## src/hw/rtl/pbms_ram.sv

```systemverilog
`default_nettype none
module pbms_ram #(
    parameter int WIDTH = 8,
    parameter int DEPTH = 16
) (
    input  wire logic                                          i_clk,
    input  wire logic                                          i_we,
    input  wire logic [((DEPTH > 1) ? $clog2(DEPTH) : 1)-1:0]  i_waddr,
    input  wire logic [WIDTH-1:0]                              i_wdata,
    input  wire logic [((DEPTH > 1) ? $clog2(DEPTH) : 1)-1:0]  i_raddr,
    output logic      [WIDTH-1:0]                              o_rdata
);
    logic [WIDTH-1:0] r_mem [DEPTH];

    // one write port, one registered read port
    always_ff @(posedge i_clk) begin
        if (i_we) begin
            r_mem[i_waddr] <= i_wdata;
        end
        o_rdata <= r_mem[i_raddr];
    end
endmodule
`default_nettype wire

```

## config.mk

```make
export PLATFORM = sky130hd
export DESIGN_NAME = pbms_ram
export DESIGN_NICKNAME = d
export VERILOG_FILES = /design/src/hw/rtl/pbms_ram.sv
export SDC_FILE = /design/constraint.sdc
export NUM_CORES = 1
export LEC_CHECK = 0
export BUFFER_PORTS_ARGS = -buffer_cell sky130_fd_sc_hd__buf_2
export CAP_MARGIN = 20
export CORE_MARGIN = 2
export CORE_UTILIZATION = 62
export CTS_BUF_LIST = sky130_fd_sc_hd__clkbuf_16
export DETAILED_ROUTE_END_ITERATION = 8
export GPL_TIMING_DRIVEN = 1
export PLACE_DENSITY_LB_ADDON = 0.05
export SLEW_MARGIN = 5
export SYNTH_ARGS = -nofsm -noshare
export SYNTH_HDL_FRONTEND = slang
export SYNTH_SLANG_ARGS = --single-unit
```

## constraint.sdc

```tcl
create_clock -name i_clk -period 2.66 [get_ports i_clk]
set_input_delay 0 -clock i_clk [delete_from_list [all_inputs] [get_ports i_clk]]
set_output_delay 0 -clock i_clk [all_outputs]
set_load 0.01 [all_outputs]
```

==> reports/results.tsv, run 1 <==
stage	metric	value	unit
logic_synthesis	netlist.top_cell.by_area	edfxtp_1	
clock_tree	clk_path_buf_depth	2	
power_and_ir_drop	total_power	4.91	mW
global_routing	grt_max_degree	33	
layout	drive_above_1_share	0.263	
logic_synthesis	ys.flop_type	edfxtp_1	
detailed_routing	wire_per_inst	24.3	µm
logic_synthesis	synth_nets	247	
global_routing	grt_use_total	0.239	
die	num_rows	33	
logic_synthesis	ys_seq_elements	136	
worst_setup_path	critPathMaxStageDelay	0.50	ns
die	die_area	9050	µm²
timing	max_freq	707	MHz
die	die_w	95.1	µm
clock_tree	post_cts_buffers	0	
global_routing	grt_pass1_wl	14500	µm
layout	area_growth	17.0	%
worst_setup_path	path_buf_inv	0	
die	fp.coreArea	8130	µm²
timing	rsz0062_at_grt	false	
worst_setup_path	crit_family	multiplexers	
layout	stdcell_count	394	
logic_synthesis	synth_area_leaders	edfxtp_1 75%, mux4_2 7.9%, mux4_1 7.1%, dfxtp_1 3.1%, a22oi_1 2.3%	
worst_setup_path	worst_path_max_delay_cell	mux4_1	
worst_setup_path	path_max_fanout	1	
timing	fin_crit_sh	0.532	
worst_setup_path	cp_cell_sequence	mux4_1 > a22oi_1 > nand2_1	
timing	period_minus_slack	1.41	ns
flow_run	drv_cap	0	
clock_tree	cts_root_buf	clkbuf_16	
logic_synthesis	synth_warnings	0	
layout	antenna_cells	0	
global_routing	gr-total-overflow	0	
die	io_pins	26	
placement	gp_congestion	0.736	
clock_tree	clkTransAtPathRegs	0.06	ns
min_path	hp-start	i_waddr[0]	
detailed_routing	first_pass_iters	4	
timing	slew_viol_final	0	
placement	dp.cells	354	
logic_synthesis	synth_most_common_cell	edfxtp_1	
logic_synthesis	synth_top_area_share	0.747	
logic_synthesis	synth.avg_cell_area	22.5	µm²
detailed_routing	drt_iter0_markers	203	
worst_setup_path	worstReg2RegEnd	o_rdata[4]$_DFF_P_	
power_and_ir_drop	leakagePower	2.03	nW
clock_tree	clock-sinks	136	
detailed_routing	via_per_inst	6.15	
min_path	min_path_cells	3	
power_and_ir_drop	pwr_density_cell	816	nW/µm²
logic_synthesis	yosysSeqAreaShare	0.778	
logic_synthesis	synth_edf_count	128	
worst_setup_path	cp_data_required_time	2.93	ns
worst_setup_path	crit_path_end_kind	register	
clock_tree	htreeDepth	4	
worst_setup_path	critPathArrivalTime	1.69	ns
placement	portBuffers	25	
worst_setup_path	rrSetupSlack	1.25	ns
layout	final_util	0.740	
min_path	hp-class	in -> reg	
power_and_ir_drop	peakVddDrop	0.000471	V
timing	finalSetupViolations	0	
worst_setup_path	regToRegStartpoint	r_mem[10][4]$_DFFE_PP_	
detailed_routing	drt_wl_total	9560	µm
logic_synthesis	synthCells	229	
detailed_routing	drc_errors	0	
worst_setup_path	critical_path_class	reg -> reg	
status	status	completed	
logic_synthesis	async_flop_share	0	
detailed_routing	vias	2424	
worst_setup_path	cp-start-kind	register	
logic_synthesis	netlist_area	5150	µm²
layout	layout.nets	294	
die	die_y	95.1	µm
placement	dp_hpwl	5700	µm
global_routing	antenna_found_initial	0	
worst_setup_path	reg2regPathDepth	3	
timing	setup_tns	0	ns
timing	hold_violations	0	
global_routing	grt_pass1_vias	2506	
clock_tree	numCtsBuffers	17	
timing	hold_ws	0.173	ns
timing	fin_skew	0.00471	ns
min_path	min_to	r_mem[0][6]$_DFFE_PP_	
logic_synthesis	synth_common_cells	128 x edfxtp_1, 18 x mux4_2, 16 x a22oi_1, 14 x mux4_1, 13 x nor2_1	
clock_tree	clk_latency	0.40	ns
logic_synthesis	synth_cell_types	19	
detailed_routing	ant_nets	0	
clock_tree	cts_tree	built	
timing	tightest_slew	0.980	ns
timing	timing.max_slew.rel_slack	0.344	
die	start_util	0.633	
## cell type report
cell class	count	area, µm²
Clock buffer	17	425
Clock inverter	15	160
Fill cell	461	2110
Multi-Input combinational cell	83	1060
Sequential cell	136	4000
Tap cell	105	131
Timing Repair Buffer	38	243
## state kept, by name, summed over array words and instances (netlist names)
register  count
o_rdata       8
r_mem       128
## per-layer routing
layer | GRT usage | part of all wire | vias to the layer above
met4 | 0.0797 | 0.0095 | 0
met2 | 0.369 | 0.51 | 77
li1 | - | - | 1069
met3 | 0.0625 | 0.040 | 10
met5 | 0 | 0 | -
met1 | 0.340 | 0.44 | 1268
## worst max-delay path by stage
| stage | slack [ns] | to | cells past startpoint | start |
|---|---|---|---|---|
| 3_3_place_gp | 0.91 | o_rdata[4]$_DFF_P_ | 5 | i_raddr[0] |
| 2_1_floorplan | 1.17 | r_mem[0][0]$_DFFE_PP_ | 2 | i_waddr[2] |
| 4_1_cts | 1.22 | o_rdata[4]$_DFF_P_ | 3 | r_mem[10][4]$_DFFE_PP_ |
| 6_report | 1.25 | o_rdata[4]$_DFF_P_ | 3 | r_mem[10][4]$_DFFE_PP_ |
| 3_5_place_dp | 0.89 | o_rdata[4]$_DFF_P_ | 5 | i_raddr[0] |
| 5_1_grt | 1.23 | o_rdata[4]$_DFF_P_ | 3 | r_mem[10][4]$_DFFE_PP_ |
## where the power goes
group	internal, mW	switching (mW)	leakage (nW)
clock	1.45	0.824	0.273
sequential	2.40	0.0158	1.22
combinational	0.0947	0.125	0.530
total	3.95	0.965	2.03
## cell families after synthesis
kind of cell	synth area share
AO/OA/AOI/OAI	0.0233
buffers and inverters	0.0168
flip-flops	0.778
multiplexers	0.150
AND/OR/NAND/NOR	0.0318
## placed cells by master, fill, tap and decap left out
cell,count
or3b_2,1
buf_2,25
edfxtp_1,128
bufinv_16,3
inv_1,1
dlygate4sd3_1,8
clkinv_1,4
mux4_2,18
and2b_1,1
mux4_1,14
dfxtp_1,8
nand2b_1,2
inv_6,1
a22oi_1,16
nand3_1,1
and2_1,1
clkbuf_16,17
nand2_1,9
nand3b_1,2
buf_4,5
nor2b_1,1
clkinvlp_4,5
nor3_1,4
clkinv_2,1
nor2_1,13
## through the flow
| stage | worst slack [ns] | cell area (µm²) |
|---|---|---|
| 3_3_place_gp | 0.906 | 5360 |
| 5_1_grt | 1.23 | 6020 |
| 3_5_place_dp | 0.887 | 5360 |
| 6_report | 1.25 | 6020 |
| 4_1_cts | 1.22 | 6020 |
| 2_1_floorplan | 1.17 | 5150 |
## worst register-to-register path: stages, from the launching register on
cell      delay, ns
edfxtp_1       0.37
mux4_1         0.50
a22oi_1        0.31
nand2_1        0.10
## repair_timing
| action | in CTS | in global routing |
|---|---|---|
| hold endpoints to repair | 128 | 0 |
| resized for setup | 0 | 0 |
| hold buffers | 8 | 0 |
(Power assumes the default switching activity.)
==> run 2: changes to the inputs <==
Settings changed: CORE_UTILIZATION 62 to 60.
Clock period 2.66 ns to 1.33 ns, I/O delays scaled along.
==> run 2 against run 1 <==
Effect of this change: final cell count increased by 5.8%; worst hold slack improved by 0.0033 ns; utilization increased by 1.3 points; flip-flop and latch count stayed put; global-route usage fell by 1.5 points.
==> reports/results.tsv, run 2 (same netlist as run 1, synthesis figures left out) <==
stage	metric	value	unit
min_path	hp-class	in -> reg	
clock_tree	numCtsBuffers	17	
worst_setup_path	critical_path_class	reg -> reg	
timing	setup_tns	0	ns
timing	max_freq	763	MHz
placement	portBuffers	25	
die	start_util	0.623	
worst_setup_path	path_max_fanout	1	
power_and_ir_drop	total_power	9.81	mW
detailed_routing	drt_iter0_markers	237	
power_and_ir_drop	switching_share	0.207	
power_and_ir_drop	p_sw	2.03	mW
placement	dp_hpwl	5930	µm
die	io_pins	26	
layout	final_cell_mix	128 x edfxtp_1, 26 x mux4_2, 26 x buf_4, 25 x buf_2, 17 x clkbuf_16	
placement	place_area	5560	µm²
power_and_ir_drop	combPwrFrac	0.051	
layout	layout.nets	317	
layout	nFillCells	491	
worst_setup_path	rrSetupSlack	0.02	ns
detailed_routing	via_per_inst	6.07	
worst_setup_path	critPathArrivalTime	1.60	ns
timing	fin_skew	0.00752	ns
layout	final_util	0.753	
layout	layout_commonest_cell	edfxtp_1	
global_routing	grt_pass1_vias	2650	
timing	hold_violations	0	
detailed_routing	ant_nets	0	
status	status	completed	
timing	rsz0062_at_grt	true	
power_and_ir_drop	pwr_density_cell	1580	nW/µm²
worst_setup_path	cp-start-kind	register	
global_routing	grt_use_total	0.224	
clock_tree	clkTransAtPathRegs	0.06	ns
layout	antenna_cells	0	
power_and_ir_drop	pwr-share-clk	0.457	
timing	timing.max_slew.rel_slack	0.425	
clock_tree	clk_path_buf_depth	2	
layout	drive_above_1_share	0.381	
detailed_routing	drt_wl_total	9790	µm
clock_tree	htreeDepth	4	
power_and_ir_drop	peakVddDrop	0.000969	V
placement	place_ws	-0.116	ns
global_routing	gr-total-overflow	0	
detailed_routing	wire_per_inst	23.5	µm
worst_setup_path	regToRegStartpoint	r_mem[11][5]$_DFFE_PP_	
detailed_routing	drc_errors	0	
worst_setup_path	reg2regPathDepth	3	
timing	period_minus_slack	1.31	ns
die	fp.coreArea	8260	µm²
clock_tree	cts_root_buf	clkbuf_16	
die	die_area	9340	µm²
global_routing	antenna_found_initial	0	
flow_run	drv_cap	0	
layout	area_growth	20.9	%
layout	largestRegisters	r_mem: 128 flops, o_rdata: 8 flops	
worst_setup_path	crit_path_end_kind	register	
die	num_rows	33	
worst_setup_path	cp_data_required_time	1.62	ns
layout	fin_area	6220	µm²
min_path	hp-start	i_waddr[0]	
placement	gp_congestion	0.784	
layout	stdcell_count	417	
clock_tree	clk_latency	0.41	ns
global_routing	grt_pass1_wl	14900	µm
power_and_ir_drop	p_seq_frac	0.492	
global_routing	grt_max_degree	22	
die	die_w	96.6	µm
power_and_ir_drop	p_int	7.78	mW
worst_setup_path	startpoint	r_mem[11][5]$_DFFE_PP_	
clock_tree	cts_tree	built	
detailed_routing	vias	2531	
timing	tightest_slew	0.859	ns
timing	fin_crit_sh	0.986	
placement	dp.cells	377	
die	die_y	96.6	µm
timing	hold_ws	0.176	ns
timing	layout_setup_ws	0.0187	ns
clock_tree	clock-sinks	136	
layout	largest_reg_flops	128	
timing	slew_viol_final	0	
power_and_ir_drop	leakagePower	2.13	nW
layout	regMostFlops	r_mem	
worst_setup_path	critPathCapture	o_rdata[5]$_DFF_P_	
timing	finalSetupViolations	0	
detailed_routing	first_pass_iters	4	
worst_setup_path	worstReg2RegEnd	o_rdata[5]$_DFF_P_	
## run 2: changes by cell type in the layout (fill, tap and decap cells not counted), sizes merged
cell      delta
bufinv       -1
inv          +2
clkinv       +1
clkinvlp     -2
buf         +23
## run 2: final cells by class
class	instances	area (µm²)	area share
sequential	136	4000	0.643
timing repair buffer	61	440	0.0708
clock buffer	17	425	0.0684
multi-input combinational	83	1070	0.172
tap	105	131	0.0211
clock inverter	15	154	0.0247
## run 2: worst min path at each step
stage | cells after the start | to | slack (ns)
after floorplan | 0 | r_mem[0][0]$_DFFE_PP_ | 0.1
after CTS | 3 | r_mem[4][2]$_DFFE_PP_ | 0.16
after global routing | 3 | r_mem[4][2]$_DFFE_PP_ | 0.18
after global placement | 1 | r_mem[6][6]$_DFFE_PP_ | 0.38
after detailed placement | 1 | r_mem[6][6]$_DFFE_PP_ | 0.39
final | 3 | r_mem[4][0]$_DFFE_PP_ | 0.18
## run 2: power by group through the flow
| stage | Combinational (mW) | Clock, mW | Sequential, mW |
|---|---|---|---|
| 6_report | 0.503 | 4.48 | 4.82 |
| 5_1_grt | 0.545 | 4.72 | 4.83 |
| 4_1_cts | 0.496 | 4.53 | 4.83 |
| 3_5_place_dp | 0.460 | 0 | 4.91 |
| 3_3_place_gp | 0.448 | 0 | 4.91 |
| 2_1_floorplan | 0.244 | 0 | 4.91 |
## run 2: repair_timing
item,in CTS,in global routing
hold endpoints to repair,126,0
endpoints found under the setup margin,4,6
pin swaps,2,1
setup buffers,0,0
gates resized for setup,5,10
hold buffers,8,0
## run 2: routing by layer
layer | track usage | wire length [µm]
met1 | 0.294 | 4020
met2 | 0.362 | 5060
met3 | 0.0658 | 559
met4 | 0.0834 | 157
met5 | 0 | 0
## run 2: worst max-delay path: stages (launching register included)
cell and delay (ns):
edfxtp_1 0.40, mux4_2 0.51, a22oi_2 0.22, nand2_1 0.07
