==> src/hw/rtl/pbms_pkg.sv <==
`default_nettype none
package pbms_pkg;

    // table geometry
    localparam int NUM_BINS    = 16;
    localparam int SAMPLE_BITS = 16;
    localparam int BIN_W       = (NUM_BINS > 1) ? $clog2(NUM_BINS) : 1;

    // field and state widths
    localparam int FUNC_W   = 2;
    localparam int INDEX_W  = 8;
    localparam int SMP_IN_W = 16;
    localparam int SMP_W    = SMP_IN_W + 1;
    localparam int STAT_W   = 2;
    localparam int SUM_W    = 40;
    localparam int SQ_W     = 56;
    localparam int CNT_W    = 24;
    localparam int ENT_W    = SUM_W + SQ_W + CNT_W;
    localparam int MEAN_W   = 17;
    localparam int MOUT_W   = 16;
    localparam int VAR_W    = 31;
    localparam int SD_W     = 16;
    localparam int TSUM_W   = SUM_W + BIN_W + 1;
    localparam int TCNT_W   = CNT_W + BIN_W + 1;
    localparam int VSUM_W   = VAR_W + BIN_W + 1;

    // shared divider and square root unit
    localparam int DIV_N_W    = SQ_W;
    localparam int DIV_D_W    = TCNT_W;
    localparam int DIV_STEP_W = $clog2(DIV_N_W + 1);
    localparam int SQRT_STEPS = (VAR_W + 1) / 2;
    localparam int SQRT_W     = 2 * SQRT_STEPS;
    localparam int SQRT_CNT_W = $clog2(SQRT_STEPS + 1);

    localparam logic [CNT_W-1:0] COUNT_MAX = {CNT_W{1'b1}};

    // request function codes
    localparam logic [FUNC_W-1:0] FN_ADD    = 2'd0;
    localparam logic [FUNC_W-1:0] FN_QUERY  = 2'd1;
    localparam logic [FUNC_W-1:0] FN_GLOBAL = 2'd2;

    // result status codes
    localparam logic [STAT_W-1:0] ST_OK      = 2'd0;
    localparam logic [STAT_W-1:0] ST_BAD_BIN = 2'd1;
    localparam logic [STAT_W-1:0] ST_EMPTY   = 2'd2;
    localparam logic [STAT_W-1:0] ST_SAT     = 2'd3;

    typedef enum logic [3:0] {
        S_IDLE,
        S_RD,
        S_DIVM,
        S_DIVQ,
        S_MUL,
        S_VAR,
        S_GEND,
        S_GDIVM,
        S_SQRT,
        S_FIN
    } t_state;

    typedef struct packed {
        logic in_ready;
        logic ram_we;
        logic div_start;
        logic sqrt_start;
    } t_ctrl;

endpackage
`default_nettype wire

==> src/hw/rtl/pbms_sqrt.sv <==
`default_nettype none
module pbms_sqrt (
    input  wire logic                         i_clk,
    input  wire logic                         i_rst_n,
    input  wire logic                         i_start,
    input  wire logic [pbms_pkg::VAR_W-1:0]   i_value,
    output logic                              o_done,
    output logic      [pbms_pkg::SD_W-1:0]    o_root
);
    localparam int W = pbms_pkg::SQRT_W;

    logic                             r_busy;
    logic                             r_done;
    logic [pbms_pkg::SQRT_CNT_W-1:0]  r_step;
    logic [W-1:0]                     r_x;
    logic [W-1:0]                     r_res;
    logic [W-1:0]                     r_bit;
    logic [W-1:0]                     w_trial;

    assign w_trial = r_res + r_bit;

    // control
    always_ff @(posedge i_clk) begin
        if (!i_rst_n) begin
            r_busy <= 1'b0;
            r_done <= 1'b0;
            r_step <= '0;
        end else begin
            r_done <= 1'b0;
            if (i_start) begin
                r_busy <= 1'b1;
                r_step <= '0;
            end else if (r_busy) begin
                r_step <= r_step + 1'b1;
                if (r_step == pbms_pkg::SQRT_CNT_W'(pbms_pkg::SQRT_STEPS - 1)) begin
                    r_busy <= 1'b0;
                    r_done <= 1'b1;
                end
            end
        end
    end

    // one root digit per cycle
    always_ff @(posedge i_clk) begin
        if (i_start) begin
            r_x   <= W'(i_value);
            r_res <= '0;
            r_bit <= W'(1) << (W - 2);
        end else if (r_busy) begin
            if (r_x >= w_trial) begin
                r_x   <= r_x - w_trial;
                r_res <= (r_res >> 1) + r_bit;
            end else begin
                r_res <= r_res >> 1;
            end
            r_bit <= r_bit >> 2;
        end
    end

    assign o_done = r_done;
    assign o_root = r_res[pbms_pkg::SD_W-1:0];
endmodule
`default_nettype wire

==> config.mk <==
export PLATFORM = sky130hd
export DESIGN_NAME = pbms_sqrt
export DESIGN_NICKNAME = d
export VERILOG_FILES = /design/src/hw/rtl/pbms_pkg.sv /design/src/hw/rtl/pbms_sqrt.sv
export SDC_FILE = /design/constraint.sdc
export NUM_CORES = 1
export LEC_CHECK = 0
export ABC_AREA = 1
export BUFFER_PORTS_ARGS = -buffer_cell sky130_fd_sc_hd__buf_4
export CAP_MARGIN = 20
export CORE_MARGIN = 5
export CORE_UTILIZATION = 36
export CTS_BUF_LIST = sky130_fd_sc_hd__clkbuf_4 sky130_fd_sc_hd__clkbuf_8
export CTS_CLUSTER_SIZE = 16
export DETAILED_ROUTE_END_ITERATION = 7
export PLACE_DENSITY_LB_ADDON = 0.2
export REMOVE_ABC_BUFFERS = 1
export SETUP_SLACK_MARGIN = 0.02
export SLEW_MARGIN = 20
export SYNTH_ARGS = -nofsm -noshare
export SYNTH_HDL_FRONTEND = slang
export SYNTH_SLANG_ARGS = --single-unit
==> constraint.sdc <==
create_clock -name i_clk -period 8.2 [get_ports i_clk]
set_clock_uncertainty 0.05 [all_clocks]
set_input_delay 1.64 -clock i_clk [delete_from_list [all_inputs] [get_ports i_clk]]
set_output_delay 1.64 -clock i_clk [all_outputs]
set_load 0.005 [all_outputs]
==> flow_summary.ini, run 1 <==
[layout]
stdcell_count = 1843
drive_gt1_share_pct = 6.32
area_growth_pct = 8.07
nets = 1617
diodes = 0

[global_routing]
grt_max_degree = 70
grt_pass1_vias = 8958
grt_use_total_pct = 19.4
grt_overflow = 0
grt_pass1_wl_microns = 44900
antenna_found_initial = 0

[route]
detail-route-antenna-nets = 0
num_vias = 9282
dr.first_iter.drc_count = 763
drtPass1Iterations = 5
drc_errors = 0
avgRoutedWirePerCell_microns = 14.9
viasPerCell = 5.04
routed_wl_microns = 27500

[synthesis]
async_flop_share_pct = 0
synth_simple_gate_area_share_pct = 40.6
syn_area_sq_um = 9000
synth_seq_cells = 87
yosys.area.top_type = nand2_1
synth_warnings = 0
synth_most_common_cell = nand2_1
ys.flop_type = dfxtp_1
synthDistinctLibCells = 46
synth_top_family_by_area = simple AND/OR/NAND/NOR gates
synth_xor_area_share_pct = 4.18
postSynthCellCount = 1504
synthMuxAreaShare_pct = 0
synth_commonest_cells = 509 x nand2_1, 177 x inv_1, 153 x nor2_1
synth_top_area_share_pct = 21.2
yosysSeqAreaShare_pct = 22.8
synth_edf_count = 31
synth_adder_area_share_pct = 9.67
avgSynthCellArea_sq_um = 5.99
yosys-top-cells-area = nand2_1 21%, dfxtp_1 12%, edfxtp_1 10%
synth_compound_area_share_pct = 11.9

[sta]
setup_tns_ns = 0
hold_violations = 0
relSlewSlack_pct = 29.9
finalCriticalPeriod_ns = 5.01
max_freq_ghz = 0.200
setup_viol = 0
slew_viol_final = 0
rsz0062_at_grt = no
tightest_slew_ns = 1.05
post-route-period-util_pct = 61.1

[setup_path]
cp_common_cell = nand2_1
worstSetupStartpointType = register
worstPathCellList = ha_1 > nand2_1 > o21ai_0 > inv_1 > nand2_1 > a21oi_1 > o21ai_0 > nand4_1 > nand3b_1 > nand2_1 > ha_1 > nand2_1 > nor2_1 > nand2_1 > nor4_4 > nand2_4 > nand2_4 > nand2_2 > nand2_1 > buf_4
crit_path_start = r_res[6]$_SDFFE_PP0P_
worstPathRequired_ns = 8.19
r2r-start = r_res[6]$_SDFFE_PP0P_
worst-path-max-fanout = 33
critPathSlowestCell = o21ai_0
max_stage_delay_ns = 0.54
end_kind = register
arrival_ns = 5.00
critical_path_class = register to register

[clock_tree]
clk_latency_ns = 0.39
post-cts-setup-buffers = 0
clockBufferDepth = 2
cts.sinks = 87
cts_resized = 0
cts-htree-levels = 3
cts_tree = done
cts-hold-fix-buffers = 0
clk_pin_slew_ns = 0.11
cts_buffers = 9
root_buffer = clkbuf_8

[min_path]
hold_path_class = register to register
hp-start = r_x[31]$_SDFFE_PP0P_

[floorplan]
dieArea_sq_um = 28300
core_area_sq_um = 24500
rows = 57
die_w_microns = 168
start_util_pct = 36.8
io_pins = 51
floorplan.die.height_microns = 168

[pwr]
p_sw_mw = 2.11
p_int_mw = 1.76
p_sw_share_pct = 54.5
pwr-share-clk_pct = 8.7
pwr-share-comb_pct = 69.0
ir_worst_vdd_uv = 171
powerDensity_nw_per_um2 = 398
seq_power_share_pct = 22.3
p_leak_nw = 4.51

[status]
status = complete, no violations

[place]
place_hpwl_microns = 21700
io_buffers = 50
place_inst = 1827
gp_routability_congestion = 0.942

[flow_run]
max_cap_violations = 0
-- area by class of cell --
type / instances / area, sq um
clock buffers: 10 / 138
clock inverters: 6 / 72.6
fillers: 2710 / 14700
inverters: 180 / 676
multi-input cells: 1181 / 5970
flip-flops and latches: 87 / 2050
well taps: 324 / 405
repair buffers: 55 / 413
-- flip-flops by register name (all words and copies together), names as in the netlist --
name    cells
r_step      5
r_x        32
r_res      32
r_bit      16
r_busy      1
o_done      1
-- power by group through the flow --
stage	registers [mW]	clock network, mW	logic, mW
final	0.861	0.338	2.67
after detailed placement	0.866	0	2.65
after global routing	0.885	0.366	3.05
after CTS	0.856	0.350	2.66
after global placement	0.861	0	2.65
after floorplan	0.784	0	1.98
-- cells in the final DEF, fill, tap and decap left out, types with 4 or more instances in the layout --
cell,instances
or2_2,9
inv_1,177
o21ai_0,69
a21oi_2,4
nand3b_1,15
o21bai_1,5
nand3_1,145
edfxtp_1,31
nand4_1,11
clkbuf_8,10
buf_4,55
nor2_1,153
nor3_1,20
a21oi_1,89
dfxtp_1,55
a31oi_1,6
nand2_1,509
ha_1,68
o21a_1,5
xnor2_1,19
xor2_1,24
-- routing by layer --
layer / track usage, % / share of wire, %
met5: 0 / 0
met4: 5.79 / 2.4
met3: 2.16 / 3.7
met2: 31.6 / 44
met1: 27.0 / 49
-- final timing paths --
path,endpoint,slack (ns),cells after the start
max,r_x[16]$_DFFE_PP_,3.19,20
min,r_x[31]$_SDFFE_PP0P_,0.44,2
max reg2reg,r_x[16]$_DFFE_PP_,3.19,20
min reg2reg,r_x[31]$_SDFFE_PP0P_,0.44,2
-- metrics by stage --
step,hold WS [ns],setup WS [ns],power (mW),util (%),cell area [sq um]
after floorplan,0.404,3.75,2.77,-,8700
after global placement,0.426,3.27,3.51,38.9,9520
after detailed placement,0.429,3.25,3.51,38.9,9520
after CTS,0.445,3.20,3.87,39.8,9730
after global routing,0.476,2.74,4.30,39.8,9730
final,0.438,3.19,3.87,39.8,9730
-- cell families after synthesis --
| group | Yosys count |
|---|---|
| adders and majority gates | 69 |
| AOI/OAI and AO/OA | 195 |
| DFF | 87 |
| and+or+nand+nor | 874 |
| xor gates and xnor gates | 43 |
| buffers and inverters | 236 |
-- worst max-delay path, delay by kind of cell (launching register included) --
family,cells,cell delay (ns)
buffers and inverters,2,0.43
AOI/OAI and AO/OA,3,0.83
DFF,1,0.43
and+or+nand+nor,13,2.14
adders and majority gates,2,0.72
Note: power is estimated with default switching activity, not from simulation.
==> run 2: changes to the inputs <==
==> constraint.sdc (replaced) <==
create_clock -name i_clk -period 4.75 [get_ports i_clk]
set_clock_uncertainty 0.05 [all_clocks]
set_input_delay 0.95 -clock i_clk [delete_from_list [all_inputs] [get_ports i_clk]]
set_output_delay 0.95 -clock i_clk [all_outputs]
set_load 0.005 [all_outputs]
==> run 2 against run 1 <==
Sequential cell count is the same. Highest routed layer unchanged. Global-route usage grew 0.54 points. Clock-buffer cell count grew 1. Largest power group unchanged. Worst setup slack lost 2.5 ns. Utilization grew 0.33 points.
==> flow_summary.ini, run 2 (same netlist as run 1, synthesis figures left out) <==
[status]
status = complete, no violations

[layout]
stdcell_count = 1851
fin_area_sq_um = 9810
diodes = 0
final_util_pct = 40.1
layout_common_cells = 509 x nand2_1, 177 x inv_1, 153 x nor2_1
nets = 1626
final_common_cell = nand2_1
top_regs = r_res: 32 flops, r_x: 32 flops, r_bit: 16 flops
area_growth_pct = 8.98
drive_gt1_share_pct = 6.81

[route]
routed_wl_microns = 28300
routed-wl-met2_microns = 12900
viasPerCell = 5.02
drc_errors = 0
top_layer = met4
drtPass1Iterations = 5
met1_length_microns = 13600
dr.first_iter.drc_count = 704
avgRoutedWirePerCell_microns = 15.3
detail-route-antenna-nets = 0
num_vias = 9293
met3RoutedLength_microns = 1260

[sta]
tightest_slew_ns = 0.911
post-route-period-util_pct = 85.6
relSlewSlack_pct = 39.2
slew_viol_final = 0
rsz0062_at_grt = no
fin_ws_ns = 0.684
setup_viol = 0
max_freq_ghz = 0.246
hold_violations = 0
finalCriticalPeriod_ns = 4.07
hold_ws_ns = 0.432
setup_tns_ns = 0

[pwr]
ir_worst_vdd_uv = 652
powerDensity_nw_per_um2 = 697
power_mw = 6.84
p_leak_nw = 4.56

[floorplan]
start_util_pct = 36.8
floorplan.die.height_microns = 168
dieArea_sq_um = 28300
core_area_sq_um = 24500
rows = 57
io_pins = 51
die_w_microns = 168

[flow_run]
max_cap_violations = 0

[clock_tree]
root_buffer = clkbuf_8
cts-hold-fix-buffers = 0
post-cts-setup-buffers = 0
clk_pin_slew_ns = 0.11
cts-htree-levels = 3
clk_latency_ns = 0.39
cts.sinks = 87
cts_tree = done
cts_buffers = 9
cts_resized = 0
clockBufferDepth = 2

[global_routing]
grt_pass1_vias = 8837
grt_max_degree = 70
grt_use_total_pct = 19.9
grt_overflow = 0
grt_pass1_wl_microns = 45500
antenna_found_initial = 0

[place]
place_inst = 1836
placed_area_sq_um = 9610
io_buffers = 50
dp_slack_ns = 0.691
gp_routability_congestion = 0.906
place_hpwl_microns = 21800

[setup_path]
end_kind = register
arrival_ns = 4.10
r2r_cells = 18
worstSetupStartpointType = register
worstPathRequired_ns = 4.79
worst-path-max-fanout = 31
ff2ff_setup_slack_ns = 0.68
critical_path_class = register to register

[min_path]
min_path_cells = 2
hold_path_class = register to register
==> run 2: area by class of cell <==
| type | instances | area [sq um] |
|---|---|---|
| Clock buffer | 11 | 145 |
| Clock inverter | 4 | 53.8 |
| Fill cell | 2713 | 14600 |
| Inverter | 180 | 676 |
| Multi-Input combinational cell | 1181 | 5970 |
| Sequential cell | 87 | 2050 |
| Tap cell | 324 | 405 |
| Timing Repair Buffer | 64 | 505 |
==> run 2: per-layer routing <==
layer  global-route usage [%]  vias to the layer above
met5                        0                        -
met4                     4.98                        0
met3                     2.84                       35
met2                     32.8                      204
met1                     27.5                     4165
li1                         -                     4889
==> run 2: worst paths after layout <==
| check | startpoint | endpoint |
|---|---|---|
| worst min-delay path | r_x[31]$_SDFFE_PP0P_ | r_x[31]$_SDFFE_PP0P_ |
| worst min register to register | r_x[31]$_SDFFE_PP0P_ | r_x[31]$_SDFFE_PP0P_ |
| worst max-delay path | r_res[10]$_SDFFE_PP0P_ | r_x[10]$_DFFE_PP_ |
| worst max register to register | r_res[10]$_SDFFE_PP0P_ | r_x[10]$_DFFE_PP_ |
==> run 2: critical path, cell delays in order (launching register included) <==
cell      delay [ns]
dfxtp_1         0.59
ha_1            0.26
nand2_1         0.13
o21ai_0         0.25
a21oi_1         0.12
o21ai_0         0.47
nand4_1         0.23
nand3b_1        0.15
nand2_1         0.07
ha_1            0.31
nand2_1         0.07
nor2_1          0.13
nand2_1         0.12
nor4_4          0.20
nand2_4         0.10
nand2_4         0.08
nand2_2         0.05
nand2_1         0.12
buf_12          0.24
==> run 2: report_power, final <==
group	switching, mW	total, mW	internal [mW]
logic	3.09	4.85	1.76
registers	0.306	1.42	1.12
clock network	0.307	0.572	0.265
total	3.70	6.84	3.14
==> run 3: changes to the inputs <==
==> constraint.sdc (replaced) <==
create_clock -name i_clk -period 4.7 [get_ports i_clk]
set_clock_uncertainty 0.05 [all_clocks]
set_input_delay 0.94 -clock i_clk [delete_from_list [all_inputs] [get_ports i_clk]]
set_output_delay 0.94 -clock i_clk [all_outputs]
set_load 0.005 [all_outputs]
==> run 3 against run 2 <==
Clock power increased by 7.7%. Clock-buffer cell count decreased by 1. Global-route usage increased by 0.082 points. Cell count about the same. Via count increased by 1.0%. Die area unchanged. Design area increased by 0.17%. Critical path type unchanged. Hold slack about the same. Sequential share of layout area about the same. Sequential power about the same. Combinational power increased by 1%. Non-clock buffer count increased by 1.
==> flow_summary.ini, run 3 (same netlist as run 1, synthesis figures left out) <==
[status]
status = complete, no violations

[pwr]
powerDensity_nw_per_um2 = 706
pwr-share-comb_pct = 70.5
p_sw_share_pct = 54.2
ir_worst_vdd_uv = 532
p_sw_mw = 3.76
p_leak_nw = 4.57
seq_power_share_pct = 20.6
p_int_mw = 3.18
pwr-share-clk_pct = 8.9

[floorplan]
dieArea_sq_um = 28300
die_w_microns = 168
start_util_pct = 36.8
rows = 57
core_area_sq_um = 24500
io_pins = 51
floorplan.die.height_microns = 168

[clock_tree]
root_buffer = clkbuf_8
clk_pin_slew_ns = 0.09
cts_tree = done
clockBufferDepth = 2
cts.sinks = 87
post-cts-setup-buffers = 0
clk_latency_ns = 0.40
cts_buffers = 9
cts-hold-fix-buffers = 0
cts-htree-levels = 3
cts_resized = 0

[sta]
setup_viol = 0
relSlewSlack_pct = 38.7
rsz0062_at_grt = no
tightest_slew_ns = 0.918
hold_ws_ns = 0.431
post-route-period-util_pct = 87.1
setup_tns_ns = 0
max_freq_ghz = 0.244
slew_viol_final = 0
fin_ws_ns = 0.605
hold_violations = 0
finalCriticalPeriod_ns = 4.09

[place]
gp_routability_congestion = 0.905
dp_slack_ns = 0.636
placed_area_sq_um = 9610
io_buffers = 50
place_hpwl_microns = 22500

[flow_run]
max_cap_violations = 0

[layout]
layout_common_cells = 509 x nand2_1, 177 x inv_1, 153 x nor2_1
drive_gt1_share_pct = 6.87
final_common_cell = nand2_1
top_regs = r_res: 32 flops, r_x: 32 flops, r_bit: 16 flops
area_growth_pct = 9.16
nets = 1627
fin_area_sq_um = 9830
diodes = 0

[route]
detail-route-antenna-nets = 0
drtPass1Iterations = 5
drc_errors = 0
avgRoutedWirePerCell_microns = 15.6
dr.first_iter.drc_count = 645
viasPerCell = 5.07
routed_wl_microns = 28900
num_vias = 9387

[setup_path]
ff2ff_setup_slack_ns = 0.61
r2r-start = r_res[20]$_SDFFE_PP0P_
arrival_ns = 4.36
r2r_cells = 22
endpoint = r_res[11]$_SDFFE_PP0P_
critical_path_class = register to register
crit_path_start = r_res[20]$_SDFFE_PP0P_
worst-path-max-fanout = 32
r2r-end = r_res[11]$_SDFFE_PP0P_
worstPathRequired_ns = 4.96
worstSetupStartpointType = register
end_kind = register

[global_routing]
grt_overflow = 0
grt_use_total_pct = 20.0
grt_pass1_vias = 8992
antenna_found_initial = 0
grt_pass1_wl_microns = 45800
grt_max_degree = 70

[min_path]
hold_path_class = register to register
==> run 3: cell count changes in the layout (fill, tap and decap cells not counted) <==
cell / delta
buf_4: +2
buf_12: -1
bufinv_16: +1
clkbuf_4: -1
clkinv_2: +1
clkinv_4: +1
inv_4: -1
inv_6: -1
==> run 3: how the worst min path moves through the flow <==
stage	from	to	slack, ns	depth (start not counted)
after floorplan	r_x[31]$_SDFFE_PP0P_	r_x[31]$_SDFFE_PP0P_	0.40	2
after CTS	r_x[31]$_SDFFE_PP0P_	r_x[31]$_SDFFE_PP0P_	0.44	2
after detailed placement	r_x[31]$_SDFFE_PP0P_	r_x[31]$_SDFFE_PP0P_	0.43	2
after global routing	r_x[31]$_SDFFE_PP0P_	r_x[31]$_SDFFE_PP0P_	0.47	2
final	r_x[31]$_SDFFE_PP0P_	r_x[31]$_SDFFE_PP0P_	0.43	2
after global placement	r_x[31]$_SDFFE_PP0P_	r_x[31]$_SDFFE_PP0P_	0.42	2
==> run 3: cell type report <==
type / instances / area, sq um
flip-flops and latches: 87 / 2050
clock inverters: 5 / 82.6
clock buffers: 10 / 138
well taps: 324 / 405
multi-input cells: 1181 / 5970
inverters: 180 / 676
fillers: 2683 / 14600
repair buffers: 65 / 500
==> run 3: worst max-delay path, stage by stage (launching register included) <==
cell and delay [ns]:
dfxtp_1 0.55, ha_1 0.35, nand2_1 0.11, inv_1 0.07
nand2_1 0.11, inv_1 0.05, a21oi_1 0.22, nor2_1 0.07
a211oi_1 0.17, o21ai_1 0.14, xor2_1 0.19, ha_1 0.38
nand2_1 0.12, nor2_1 0.20, nand2_1 0.14, nor4_4 0.20
nand2_4 0.09, nand2_4 0.06, buf_4 0.36, nand2_1 0.10
nand2_1 0.09, nand2_1 0.08, a21oi_2 0.12
==> run 3: stage by stage <==
step | util (%) | power (mW) | cells
2_1_floorplan | - | 4.83 | 1448
3_3_place_gp | 39.3 | 6.28 | 1837
3_5_place_dp | 39.3 | 6.29 | 1837
4_1_cts | 40.2 | 6.93 | 1852
5_1_grt | 40.2 | 7.67 | 1852
6_report | 40.2 | 6.94 | 1852
==> run 3: per-layer routing <==
metal | GRT usage (%) | up-vias | wire length, microns
li1 | - | 4881 | -
met1 | 27.7 | 4263 | 14100
met2 | 33.3 | 203 | 13200
met3 | 2.18 | 40 | 1040
met4 | 5.19 | 0 | 543
met5 | 0 | - | 0
==> run 3: power groups by stage <==
stage	combinational, mW	clock, mW	sequential, mW
finish	4.90	0.616	1.43
CTS	4.87	0.628	1.43
global placement	4.83	0	1.45
floorplan	3.46	0	1.37
global route	5.54	0.660	1.47
detailed placement	4.84	0	1.45
