File: src/hw/rtl/pbms_pkg.sv
`default_nettype none
package pbms_pkg;

    // table geometry
    localparam int NUM_BINS    = 16;
    localparam int SAMPLE_BITS = 16;
    localparam int BIN_W       = (NUM_BINS > 1) ? $clog2(NUM_BINS) : 1;

    // field and state widths
    localparam int FUNC_W   = 2;
    localparam int INDEX_W  = 8;
    localparam int SMP_IN_W = 16;
    localparam int SMP_W    = SMP_IN_W + 1;
    localparam int STAT_W   = 2;
    localparam int SUM_W    = 40;
    localparam int SQ_W     = 56;
    localparam int CNT_W    = 24;
    localparam int ENT_W    = SUM_W + SQ_W + CNT_W;
    localparam int MEAN_W   = 17;
    localparam int MOUT_W   = 16;
    localparam int VAR_W    = 31;
    localparam int SD_W     = 16;
    localparam int TSUM_W   = SUM_W + BIN_W + 1;
    localparam int TCNT_W   = CNT_W + BIN_W + 1;
    localparam int VSUM_W   = VAR_W + BIN_W + 1;

    // shared divider and square root unit
    localparam int DIV_N_W    = SQ_W;
    localparam int DIV_D_W    = TCNT_W;
    localparam int DIV_STEP_W = $clog2(DIV_N_W + 1);
    localparam int SQRT_STEPS = (VAR_W + 1) / 2;
    localparam int SQRT_W     = 2 * SQRT_STEPS;
    localparam int SQRT_CNT_W = $clog2(SQRT_STEPS + 1);

    localparam logic [CNT_W-1:0] COUNT_MAX = {CNT_W{1'b1}};

    // request function codes
    localparam logic [FUNC_W-1:0] FN_ADD    = 2'd0;
    localparam logic [FUNC_W-1:0] FN_QUERY  = 2'd1;
    localparam logic [FUNC_W-1:0] FN_GLOBAL = 2'd2;

    // result status codes
    localparam logic [STAT_W-1:0] ST_OK      = 2'd0;
    localparam logic [STAT_W-1:0] ST_BAD_BIN = 2'd1;
    localparam logic [STAT_W-1:0] ST_EMPTY   = 2'd2;
    localparam logic [STAT_W-1:0] ST_SAT     = 2'd3;

    typedef enum logic [3:0] {
        S_IDLE,
        S_RD,
        S_DIVM,
        S_DIVQ,
        S_MUL,
        S_VAR,
        S_GEND,
        S_GDIVM,
        S_SQRT,
        S_FIN
    } t_state;

    typedef struct packed {
        logic in_ready;
        logic ram_we;
        logic div_start;
        logic sqrt_start;
    } t_ctrl;

endpackage
`default_nettype wire

File: src/hw/rtl/pbms_div.sv
`default_nettype none
module pbms_div (
    input  wire logic                           i_clk,
    input  wire logic                           i_rst_n,
    input  wire logic                           i_start,
    input  wire logic [pbms_pkg::DIV_N_W-1:0]   i_dividend,
    input  wire logic [pbms_pkg::DIV_D_W-1:0]   i_divisor,
    output logic                                o_busy,
    output logic                                o_done,
    output logic      [pbms_pkg::DIV_N_W-1:0]   o_quotient
);
    localparam int N = pbms_pkg::DIV_N_W;
    localparam int D = pbms_pkg::DIV_D_W;

    logic                             r_busy;
    logic                             r_done;
    logic [pbms_pkg::DIV_STEP_W-1:0]  r_step;
    logic [D-1:0]                     r_rem;
    logic [N-1:0]                     r_quo;
    logic [D-1:0]                     r_div;
    logic [D:0]                       w_try;
    logic [D:0]                       w_diff;
    logic                             w_ge;

    // one restoring step per cycle
    always_comb begin
        w_try  = {r_rem, r_quo[N-1]};
        w_ge   = w_try >= {1'b0, r_div};
        w_diff = w_try - {1'b0, r_div};
    end

    // control
    always_ff @(posedge i_clk) begin
        if (!i_rst_n) begin
            r_busy <= 1'b0;
            r_done <= 1'b0;
            r_step <= '0;
        end else begin
            r_done <= 1'b0;
            if (i_start) begin
                r_busy <= 1'b1;
                r_step <= '0;
            end else if (r_busy) begin
                r_step <= r_step + 1'b1;
                if (r_step == pbms_pkg::DIV_STEP_W'(N - 1)) begin
                    r_busy <= 1'b0;
                    r_done <= 1'b1;
                end
            end
        end
    end

    // remainder and quotient shift
    always_ff @(posedge i_clk) begin
        if (i_start) begin
            r_rem <= '0;
            r_quo <= i_dividend;
            r_div <= i_divisor;
        end else if (r_busy) begin
            r_rem <= w_ge ? w_diff[D-1:0] : w_try[D-1:0];
            r_quo <= {r_quo[N-2:0], w_ge};
        end
    end

    assign o_busy     = r_busy;
    assign o_done     = r_done;
    assign o_quotient = r_quo;
endmodule
`default_nettype wire

File: config.mk
export PLATFORM = sky130hd
export DESIGN_NAME = pbms_div
export DESIGN_NICKNAME = d
export VERILOG_FILES = /design/src/hw/rtl/pbms_pkg.sv /design/src/hw/rtl/pbms_div.sv
export SDC_FILE = /design/constraint.sdc
export NUM_CORES = 1
export LEC_CHECK = 0
export ABC_CLOCK_PERIOD_IN_PS = 3800
export BUFFER_PORTS_ARGS = -buffer_cell sky130_fd_sc_hd__buf_2
export CORE_ASPECT_RATIO = 0.7
export CORE_UTILIZATION = 35
export CTS_BUF_LIST = sky130_fd_sc_hd__clkbuf_16
export DETAILED_ROUTE_END_ITERATION = 8
export PLACE_DENSITY = 0.64
export SYNTH_ARGS = -nofsm -noshare
export SYNTH_HDL_FRONTEND = slang
export SYNTH_SLANG_ARGS = --single-unit
File: constraint.sdc
create_clock -name i_clk -period 3.8 [get_ports i_clk]
set_input_delay 0.19 -clock i_clk [delete_from_list [all_inputs] [get_ports i_clk]]
set_output_delay 0.19 -clock i_clk [all_outputs]
set_load 0.01 [all_outputs]
==> results of run 1 <==
-- through the flow --
step                power, uW  setup slack, ns  cells
global route             4060            0.415   1010
floorplan                2070            0.969    587
CTS                      3910            0.642   1009
global placement         2280            0.746    947
detailed placement       2280            0.647    947
finish                   3870            0.634   1010
-- power by group through the flow --
stage,clock network [uW],registers (uW),logic [uW]
2_1_floorplan,0,1660,409
3_3_place_gp,0,1640,643
3_5_place_dp,0,1640,645
5_1_grt,1690,1630,746
4_1_cts,1630,1610,673
6_report,1590,1610,670
-- registers in the layout (all words and copies together) (netlist names) --
| signal | count |
|---|---|
| o_quotient | 56 |
| r_div | 29 |
| r_rem | 29 |
| r_step | 6 |
| o_busy | 1 |
| o_done | 1 |
-- final timing paths --
check             depth (start not counted)                startpoint                  endpoint  slack, ns
setup / recovery                         13  o_quotient[55]$_DFFE_PP_    r_rem[27]$_SDFFE_PP0P_       0.63
hold / removal                            2            i_dividend[16]  o_quotient[16]$_DFFE_PP_       0.07
setup reg to reg                         13  o_quotient[55]$_DFFE_PP_    r_rem[27]$_SDFFE_PP0P_       0.63
hold reg to reg                           2     r_rem[2]$_SDFFE_PP0P_     r_rem[2]$_SDFFE_PP0P_       0.50
-- worst reg2reg max path: cells and delay by family, from the launching register on --
| kind | cells | cell delay (ns) |
|---|---|---|
| adder cells (fa/ha/maj) | 2 | 0.55 |
| flip-flops | 1 | 0.40 |
| AND/OR/NAND/NOR | 1 | 0.25 |
| AO/OA/AOI/OAI | 8 | 1.72 |
| buffers and inverters | 2 | 0.13 |
-- synthesized netlist by cell type, types with 4 or more instances --
library cell / instances / area (um2)
xnor2_1: 13 / 114
nor2_1: 51 / 191
mux2_2: 56 / 631
ha_1: 30 / 375
a211o_1: 4 / 35.0
nand4_1: 11 / 68.8
o21ai_1: 6 / 30.0
o21ai_0: 17 / 85.1
edfxtp_1: 85 / 2550
a211oi_1: 19 / 143
nand2b_1: 5 / 31.3
nand2_1: 36 / 135
inv_1: 40 / 150
xor2_1: 15 / 131
a21o_1: 15 / 113
clkbuf_1: 18 / 67.6
nand3_1: 6 / 30.0
buf_2: 6 / 30.0
dfxtp_1: 37 / 741
a21oi_1: 44 / 220
o21a_1: 5 / 37.5
mux2i_1: 8 / 80.1
nor3_1: 8 / 40.0
-- metal layers --
| metal | wire length, um | vias up | track usage [%] |
|---|---|---|---|
| met5 | 0 | - | 0 |
| met4 | 102 | 0 | 4.53 |
| met3 | 1150 | 7 | 6.23 |
| met2 | 6400 | 149 | 25.2 |
| met1 | 7620 | 2340 | 23.5 |
| li1 | - | 2509 | - |
-- layout make-up --
type,instances,area (um2),share of cell area (%)
diodes,1,2.50,0.0301
clock buffers,17,425,5.11
clock inverters,15,154,1.85
inverters,41,154,1.85
multi-input cells,397,2930,35.1
flip-flops and latches,122,3290,39.6
well taps,236,295,3.55
repair buffers,181,1070,12.9
-- logic make-up after synthesis --
| family | count (synthesis) |
|---|---|
| xor+xnor | 28 |
| simple gates | 132 |
| mux | 64 |
| compound gates | 142 |
| flops | 122 |
| fa+ha+maj | 31 |
| buf+inv | 68 |
==> run metrics, run 1 <==
largest net degree at the start of global routing=51; sequential share of the synthesized area=50.7%; critical-path cell with the highest stage delay=a21bo_1; Die Footprint=19100 um2; Post-synth ARST share=0%; Max H-tree Level=4; fin crit period=3.17 ns; Adder-Cell Fraction of Synth Area=about 6.1%; Hold WC Path Type=in2reg; # clock sinks=122; CTS tree=built; Clock Power Share=41.1%; Chip Height=roughly 120 um; outcome=complete, no violations; Pre-Repair DR Iteration Count=4; all-layer global routing usage=17.1%; Buf+Inv Stages, Crit Path=2; CP max FO=17; final wirelength=15300 um; Core Area=roughly 18000 um2; most frequent cells in the layout=buf_2 (144), edfxtp_1 (85), mux2_2 (56); IO buf count=roughly 150; largest family of logic cells by synthesized area=compound AO/OA/AOI/OAI gates; CP cell instances=inv_1 > ha_1 > inv_1 > fa_1 > a21o_1 > a22oi_2 > a21o_1 > o21a_1 > a21oi_2 > a21bo_1 > nand2_1 > a31oi_1 > a221o_1; antenna viol nets, final=0; Compound-Gate Fraction of Synth Area=14.9%; synthesized area per cell=11.1 um2; mux cell area share after synthesis=a little over a tenth; CP Data Required Time=slightly above 4 ns; Reg power frac=41.6%; relative slew slack=between 40 and 50%; cts-stage hold buffer count=30; DIE WIDTH=165 um; Synth Flop Type=edfxtp_1; number of synthesized register bits=~120; Final Skew=0.0155 ns; post-route cell area=roughly 8300 um2; via count=5005; maximum VDD drop=0.278 mV; NetSw=1050 uW; EDFF count, synth=85; Syn Std Cell Area=6490 um2; area grow syn2layout=28.2%; first-pass GRT wire length=~25000 um; critical path type=reg2reg; clk root buf=clkbuf_16; DRC violations left=0; Synth warnings=0; hold slack final=0.0696 ns; gr ovfl total=0; leakage dissipation=0.00350 uW; Rows=41; share of cells above drive strength 1=32.5%; later-pin clock latency in the skew report=0.42 ns; fin nets=879; clock slew at reported path FFs=0.07 ns; cell count after synthesis=around 590; Area after DPL=roughly 7400 um2; family with the most delay on the worst path=compound AO/OA/AOI/OAI gates; Wirelength per Cell=15.1 um; drt initial violations=283; Synth Area in Simple Gates=under 10%; hpwl dp=10900 um; most common cell after layout, fill and taps aside=buf_2; total CTS buffers=17; pwr/cell area=465 nW/um2; Worst Tran Pin Value=about 0.8 ns; Pint=2830 uW; unique cell type count in the Yosys netlist=60; fill count=1750; Synth Area in XOR/XNOR=under 10%; CP peak stage delay=slightly above 0.5 ns; Comb pwr share=17.3%; Worst EP arrival=around 3.5 ns; max-cap viol count=0; syn nets=~710; antenna violations before repair=1; switching part of the total=27.0%; Setup Viol. Count Final=0; CP endpoint kind=register; Initial Util=a little over a third; Post-CTS Setup Bufs=0; Final Max Slew Viols=0; post_cts resized=0; GP Congestion=0.843; CP Launch Type=register; clock buffer depth=2; fin crit share=83.3%; vias per inst=4.96; post-layout util=between 40% and 50%; Final Hold Viols=0; vias in the first global route=~5000; RSZ-0062 raised after global routing=false; setup TNS=0 ns; FMAX=316 MHz; Top Ports=146
Power figures use the tool's default switching activity.
==> run 2: changes to the inputs <==
--- a/config.mk
+++ b/config.mk
@@ -5,13 +5,14 @@
 export SDC_FILE = /design/constraint.sdc
 export NUM_CORES = 1
 export LEC_CHECK = 0
-export ABC_CLOCK_PERIOD_IN_PS = 3800
+export ABC_AREA = 1
+export ABC_CLOCK_PERIOD_IN_PS = 2600
 export BUFFER_PORTS_ARGS = -buffer_cell sky130_fd_sc_hd__buf_2
 export CORE_ASPECT_RATIO = 0.7
 export CORE_UTILIZATION = 35
 export CTS_BUF_LIST = sky130_fd_sc_hd__clkbuf_16
 export DETAILED_ROUTE_END_ITERATION = 8
-export PLACE_DENSITY = 0.64
+export PLACE_DENSITY = 0.65
 export SYNTH_ARGS = -nofsm -noshare
 export SYNTH_HDL_FRONTEND = slang
 export SYNTH_SLANG_ARGS = --single-unit
==> constraint.sdc (replaced) <==
create_clock -name i_clk -period 2.6 [get_ports i_clk]
set_input_delay 0.13 -clock i_clk [delete_from_list [all_inputs] [get_ports i_clk]]
set_output_delay 0.13 -clock i_clk [all_outputs]
set_load 0.01 [all_outputs]
==> run 2 against run 1 <==
Cell area rose by 16%. Largest cell class unchanged. Critical path depth fell by 3. Synthesized cell count rose by 66%. Sequential share of layout area fell by 5.5 points.
==> run metrics, run 2 <==
GP Congestion=0.938; FMAX=409 MHz; commonest cells in the netlist=nand2_1 (413), inv_1 (139), edfxtp_1 (85); most frequent cells in the layout=nand2_1 (411), buf_2 (144), inv_1 (137); critical-path cell with the highest stage delay=a31oi_2; post-route cell area=9680 um2; Buf+Inv Stages, Crit Path=1; fill count=1921; antenna viol nets, final=0; outcome=complete, no violations; CP Data Required Time=around 3 ns; Setup Viol. Count Final=0; CP cell instances=inv_1 > ha_1 > a21oi_1 > nand2_1 > nand2_1 > nand2_1 > a31oi_2 > nand3b_1 > nand3_1 > nand2_1; DIE WIDTH=173 um; Wirelength per Cell=14.4 um; pwr/cell area=555 nW/um2; Pre-Repair DR Iteration Count=5; Sequential Area=3290 um2; CP endpoint kind=register; fin crit period=2.45 ns; DRC violations left=0; slack of the critical path=0.154 ns; # clock sinks=122; Final Max Slew Viols=0; largest net degree at the start of global routing=66; most common cell after layout, fill and taps aside=nand2_1; Critical Path Most Common Cell=nand2_1; Worst EP arrival=2.77 ns; vias per inst=4.66; count leader, synth=nand2_1; Initial Util=36.1%; all-layer global routing usage=21.4%; Synth area leader=edfxtp_1; Worst Tran Pin Value=0.805 ns; maximum VDD drop=0.420 mV; CP peak stage delay=0.66 ns; later-pin clock latency in the skew report=0.43 ns; Multi-input gate area=3270 um2; Top Ports=146; drt initial violations=approximately 480; cell count after placement=~1400; clk root buf=clkbuf_16; relative slew slack=a little under half; ant diodes=0; Final Skew=0.0101 ns; DP Worst Slack=0.0829 ns; unique cell type count in the Yosys netlist=37; fin crit share=94.1%; share of the synthesized area in the top cell type=a little over a third; vias in the first global route=6783; Post-synth ARST share=0%; Chip Height=122 um; Final Hold Viols=0; IO buf count=145; cell count after synthesis=977; hpwl dp=approximately 15000 um; critical path type=reg2reg; antenna violations before repair=0; max-cap viol count=0; reg2reg path depth=10; Post-Layout Cell Count=1496; synthesized area per cell=roughly 7.4 um2; via count=between 6000 and 7000; EDFF count, synth=85; Core Area=roughly 20000 um2; family with the most delay on the worst path=compound AO/OA/AOI/OAI gates; syn nets=1096; share of cells above drive strength 1=17.5%; Area after DPL=8270 um2; Synth Flop Type=edfxtp_1; leakage dissipation=~0.005 uW; fin nets=1332; Hold WC Path Type=in2reg; clock slew at reported path FFs=roughly 0.060 ns; CTS tree=built; Max H-tree Level=4; final wirelength=21600 um; Synth warnings=0; Synth area leaders=edfxtp_1 (35%), nand2_1 (22%), dfxtp_1 (10%); sequential share of the synthesized area=45.8%; Rows=43; gr ovfl total=0; clock buffer depth=2; Syn Std Cell Area=7200 um2; number of synthesized register bits=122; first-pass GRT wire length=34900 um; CP max FO=14; WHS Path Cells=3; Die Footprint=21200 um2; total CTS buffers=17; setup TNS=0 ns; Levels on crit path=10; max reg flops=56; CP Launch Type=register; area grow syn2layout=34.5%
[run 2: worst register-to-register path, delay by kind of cell (launching register included)]
kind | cells | cell delay, ns
simple gates | 6 | 0.70
fa+ha+maj | 1 | 0.37
buf+inv | 1 | 0.04
flops | 1 | 0.32
compound gates | 2 | 0.91
[run 2: kinds of logic after synthesis]
family                     Yosys count  share of synthesized area, %
AOI/OAI and AO/OA                   42                          3.29
xor gates and xnor gates            12                          1.46
buffers and inverters              162                          9.00
DFF                                122                          45.8
adders and majority gates           31                          5.49
and+or+nand+nor                    608                          35.0
[run 2: cell type report]
class | count | area share [%]
clock buffer | 17 | 4.39
clock inverter | 15 | 1.43
inverter | 139 | 5.39
multi-input combinational | 693 | 33.8
sequential | 122 | 34.0
tap | 270 | 3.49
timing repair buffer | 240 | 17.4
[run 2: per-layer routing]
metal	vias to the layer above	global-route usage (%)	routed length, um
met3	19	5.24	1990
met4	0	6.42	284
li1	3549	-	-
met5	-	0	0
met2	263	32.1	8850
met1	3135	30.2	10500
[run 2: through the flow]
step	util, %	power [uW]	hold slack [ns]
after floorplan	-	2690	0.229
after global placement	41.4	2990	0.308
after detailed placement	41.4	2990	0.308
after CTS	48.3	5400	0.00294
after global routing	48.5	5580	0.0302
final	48.5	5370	0.0290
[run 2: repair_timing]
| item | 4_1_cts | 5_1_grt |
|---|---|---|
| endpoints found under the setup margin | 0 | 30 |
| gates resized for setup | 0 | 7 |
| hold buffers | 81 | 0 |
| endpoints found under the hold margin | 81 | 0 |
| setup buffers | 0 | 2 |
[run 2: where the power goes]
part	switching [uW]	leakage (uW)	total [uW]	internal [uW]
Clock	969	0.000271	2300	1330
Combinational	433	0.00343	757	324
Sequential	72.0	0.00116	2310	2240
[run 2: final timing paths]
path / start / to / slack [ns]
setup / recovery: r_div[25]$_DFFE_PP_ / r_rem[17]$_SDFFE_PP0P_ / 0.15
hold reg to reg: r_rem[22]$_SDFFE_PP0P_ / r_rem[22]$_SDFFE_PP0P_ / 0.48
hold / removal: i_dividend[1] / o_quotient[1]$_DFFE_PP_ / 0.03
setup reg to reg: r_div[25]$_DFFE_PP_ / r_rem[17]$_SDFFE_PP0P_ / 0.15
==> run 3: changes to the inputs <==
--- a/config.mk
+++ b/config.mk
@@ -9,10 +9,10 @@
 export ABC_CLOCK_PERIOD_IN_PS = 2600
 export BUFFER_PORTS_ARGS = -buffer_cell sky130_fd_sc_hd__buf_2
 export CORE_ASPECT_RATIO = 0.7
-export CORE_UTILIZATION = 35
+export CORE_UTILIZATION = 50
 export CTS_BUF_LIST = sky130_fd_sc_hd__clkbuf_16
 export DETAILED_ROUTE_END_ITERATION = 8
-export PLACE_DENSITY = 0.65
+export PLACE_DENSITY = 0.85
 export SYNTH_ARGS = -nofsm -noshare
 export SYNTH_HDL_FRONTEND = slang
 export SYNTH_SLANG_ARGS = --single-unit
==> run 3 against run 2 <==
Clock power increased by 4%. Total power increased by 2.0%. Cell area decreased by 1.4%. Die area decreased by 30%. Combinational power increased by 2%. Clock-buffer cell count unchanged. Via count increased by 6.4%. Non-clock buffer count decreased by 4. Critical path type unchanged. Largest cell class unchanged.
==> run metrics, run 3 (synthesis results as in run 2) <==
drt initial violations=807; ant diodes=0; most frequent cells in the layout=nand2_1 (412), buf_2 (144), inv_1 (138); Chip Height=102 um; max-cap viol count=0; sink of the worst hold path=o_quotient[41]$_DFFE_PP_; antenna viol nets, final=0; share of cells above drive strength 1=17.7%; outcome=complete, no violations; Final Hold Viols=0; worst r2r src=o_quotient[55]$_DFFE_PP_; Initial Util=51.6%; Max H-tree Level=4; FMAX=407 MHz; pwr/cell area=approximately 570 nW/um2; clock buffer depth=2; maximum VDD drop=roughly 0.42 mV; post-layout util=68.4%; hold slack final=0.00380 ns; fin nets=1328; CP max FO=27; relative slew slack=58.2%; Final Skew=about 0.02 ns; via count=7414; CP endpoint kind=register; DIE WIDTH=roughly 150 um; DRC violations left=0; IO buf count=145; # clock sinks=approximately 120; Hold WC Path Type=in2reg; first-pass GRT wire length=36500 um; Worst R2R End=r_rem[14]$_SDFFE_PP0P_; Pre-Repair DR Iteration Count=5; vias per inst=5.25; WL met3=between 2000 and 2500 um; Setup Viol. Count Final=0; leakage dissipation=between 0.004 and 0.005 uW; Core Area=14000 um2; fin crit share=94.4%; largest net degree at the start of global routing=~60; clock slew at reported path FFs=0.07 ns; Die Footprint=between 10000 and 15000 um2; most common cell after layout, fill and taps aside=nand2_1; fill count=roughly 1100; Final Max Slew Viols=0; Worst EP arrival=2.78 ns; CP Data Required Time=2.92 ns; Wirelength per Cell=16.4 um; critical path type=reg2reg; gr ovfl total=0; antenna violations before repair=0; WHS Path Cells=3; met1 WL=a little under 10000 um; R2R setup slack=0.15 ns; reg2reg path depth=17; hpwl dp=14500 um; total CTS buffers=17; fin crit period=2.45 ns; hold path start=i_dividend[41]; final wirelength=approximately 23000 um; vias in the first global route=7155; CP Launch Type=register; DR top layer=met4; GP Congestion=0.948; CTS tree=built; area grow syn2layout=32.6%; later-pin clock latency in the skew report=0.43 ns; metal2 WL=10300 um; Top Ports=between 100 and 150; max reg flops=56; Worst Tran Pin Value=0.626 ns; all-layer global routing usage=about a third; Rows=36; clk root buf=clkbuf_16
run 3: cell types whose count changed in the layout (fill, tap and decap cells not counted), sizes merged:
cell and delta:
clkinvlp -1, buf +1, clkinv -2, dlygate4sd3 -5, inv +3
run 3: stage by stage:
stage / worst slack (ns) / power, uW / instances / TNS [ns] / area (um2)
after floorplan: 0.341 / 2690 / 977 / 0 / 7200
after global placement: 0.274 / 2960 / 1303 / 0 / 8170
after detailed placement: 0.168 / 2970 / 1303 / 0 / 8170
after CTS: 0.138 / 5420 / 1411 / 0 / 9510
after global routing: -0.00847 / 5640 / 1412 / -0.0161 / 9540
final: 0.146 / 5480 / 1412 / 0 / 9540
run 3: layer usage:
layer  global-route usage, %  vias to the layer above
li1                        -                     3546
met1                    42.4                     3392
met2                    51.9                      429
met3                    6.88                       47
met4                    11.6                        0
met5                       0                        -
run 3: critical path, stage by stage, from the launching register on:
cell and delay [ns]:
edfxtp_1 0.41, inv_1 0.10, ha_2 0.18, inv_1 0.07, fa_2 0.39, nand2_1 0.09, nand3_2 0.08, nand3_1 0.09
nand2_2 0.08, nand2_1 0.06, nand2_1 0.09, nand2_2 0.09, nand3_4 0.09, buf_12 0.18, nor2_2 0.10, nor2_1 0.06
nand2_1 0.11, nand2_1 0.06
run 3: worst max-delay path by stage:
stage | cells past startpoint | endpoint | startpoint
finish | 17 | r_rem[14]$_SDFFE_PP0P_ | o_quotient[55]$_DFFE_PP_
global route | 17 | r_rem[28]$_SDFFE_PP0P_ | o_quotient[55]$_DFFE_PP_
CTS | 17 | r_rem[22]$_SDFFE_PP0P_ | o_quotient[55]$_DFFE_PP_
detailed placement | 17 | r_rem[22]$_SDFFE_PP0P_ | o_quotient[55]$_DFFE_PP_
global placement | 17 | r_rem[21]$_SDFFE_PP0P_ | o_quotient[55]$_DFFE_PP_
floorplan | 17 | r_rem[27]$_SDFFE_PP0P_ | o_quotient[55]$_DFFE_PP_
run 3: where the power goes:
| part | switching, uW | internal [uW] | total, uW | leakage (uW) |
|---|---|---|---|---|
| Sequential | 77.4 | 2240 | 2320 | 0.00116 |
| Combinational | 456 | 315 | 772 | 0.00341 |
| Clock | 1030 | 1360 | 2390 | 0.000284 |
run 3: layout make-up:
class	instances	area (um2)	area share (%)
Multi-Input combinational cell	693	3270	34.3
Sequential cell	122	3290	34.5
Timing Repair Buffer	236	1640	17.2
Inverter	139	522	5.47
Clock buffer	17	425	4.46
Clock inverter	15	155	1.63
Tap cell	190	238	2.49
run 3: repair_timing:
item,4_1_cts,5_1_grt
gates resized for setup,0,8
hold endpoints to repair,76,0
buffers inserted,0,1
hold buffers,76,0
setup endpoints to repair,0,27
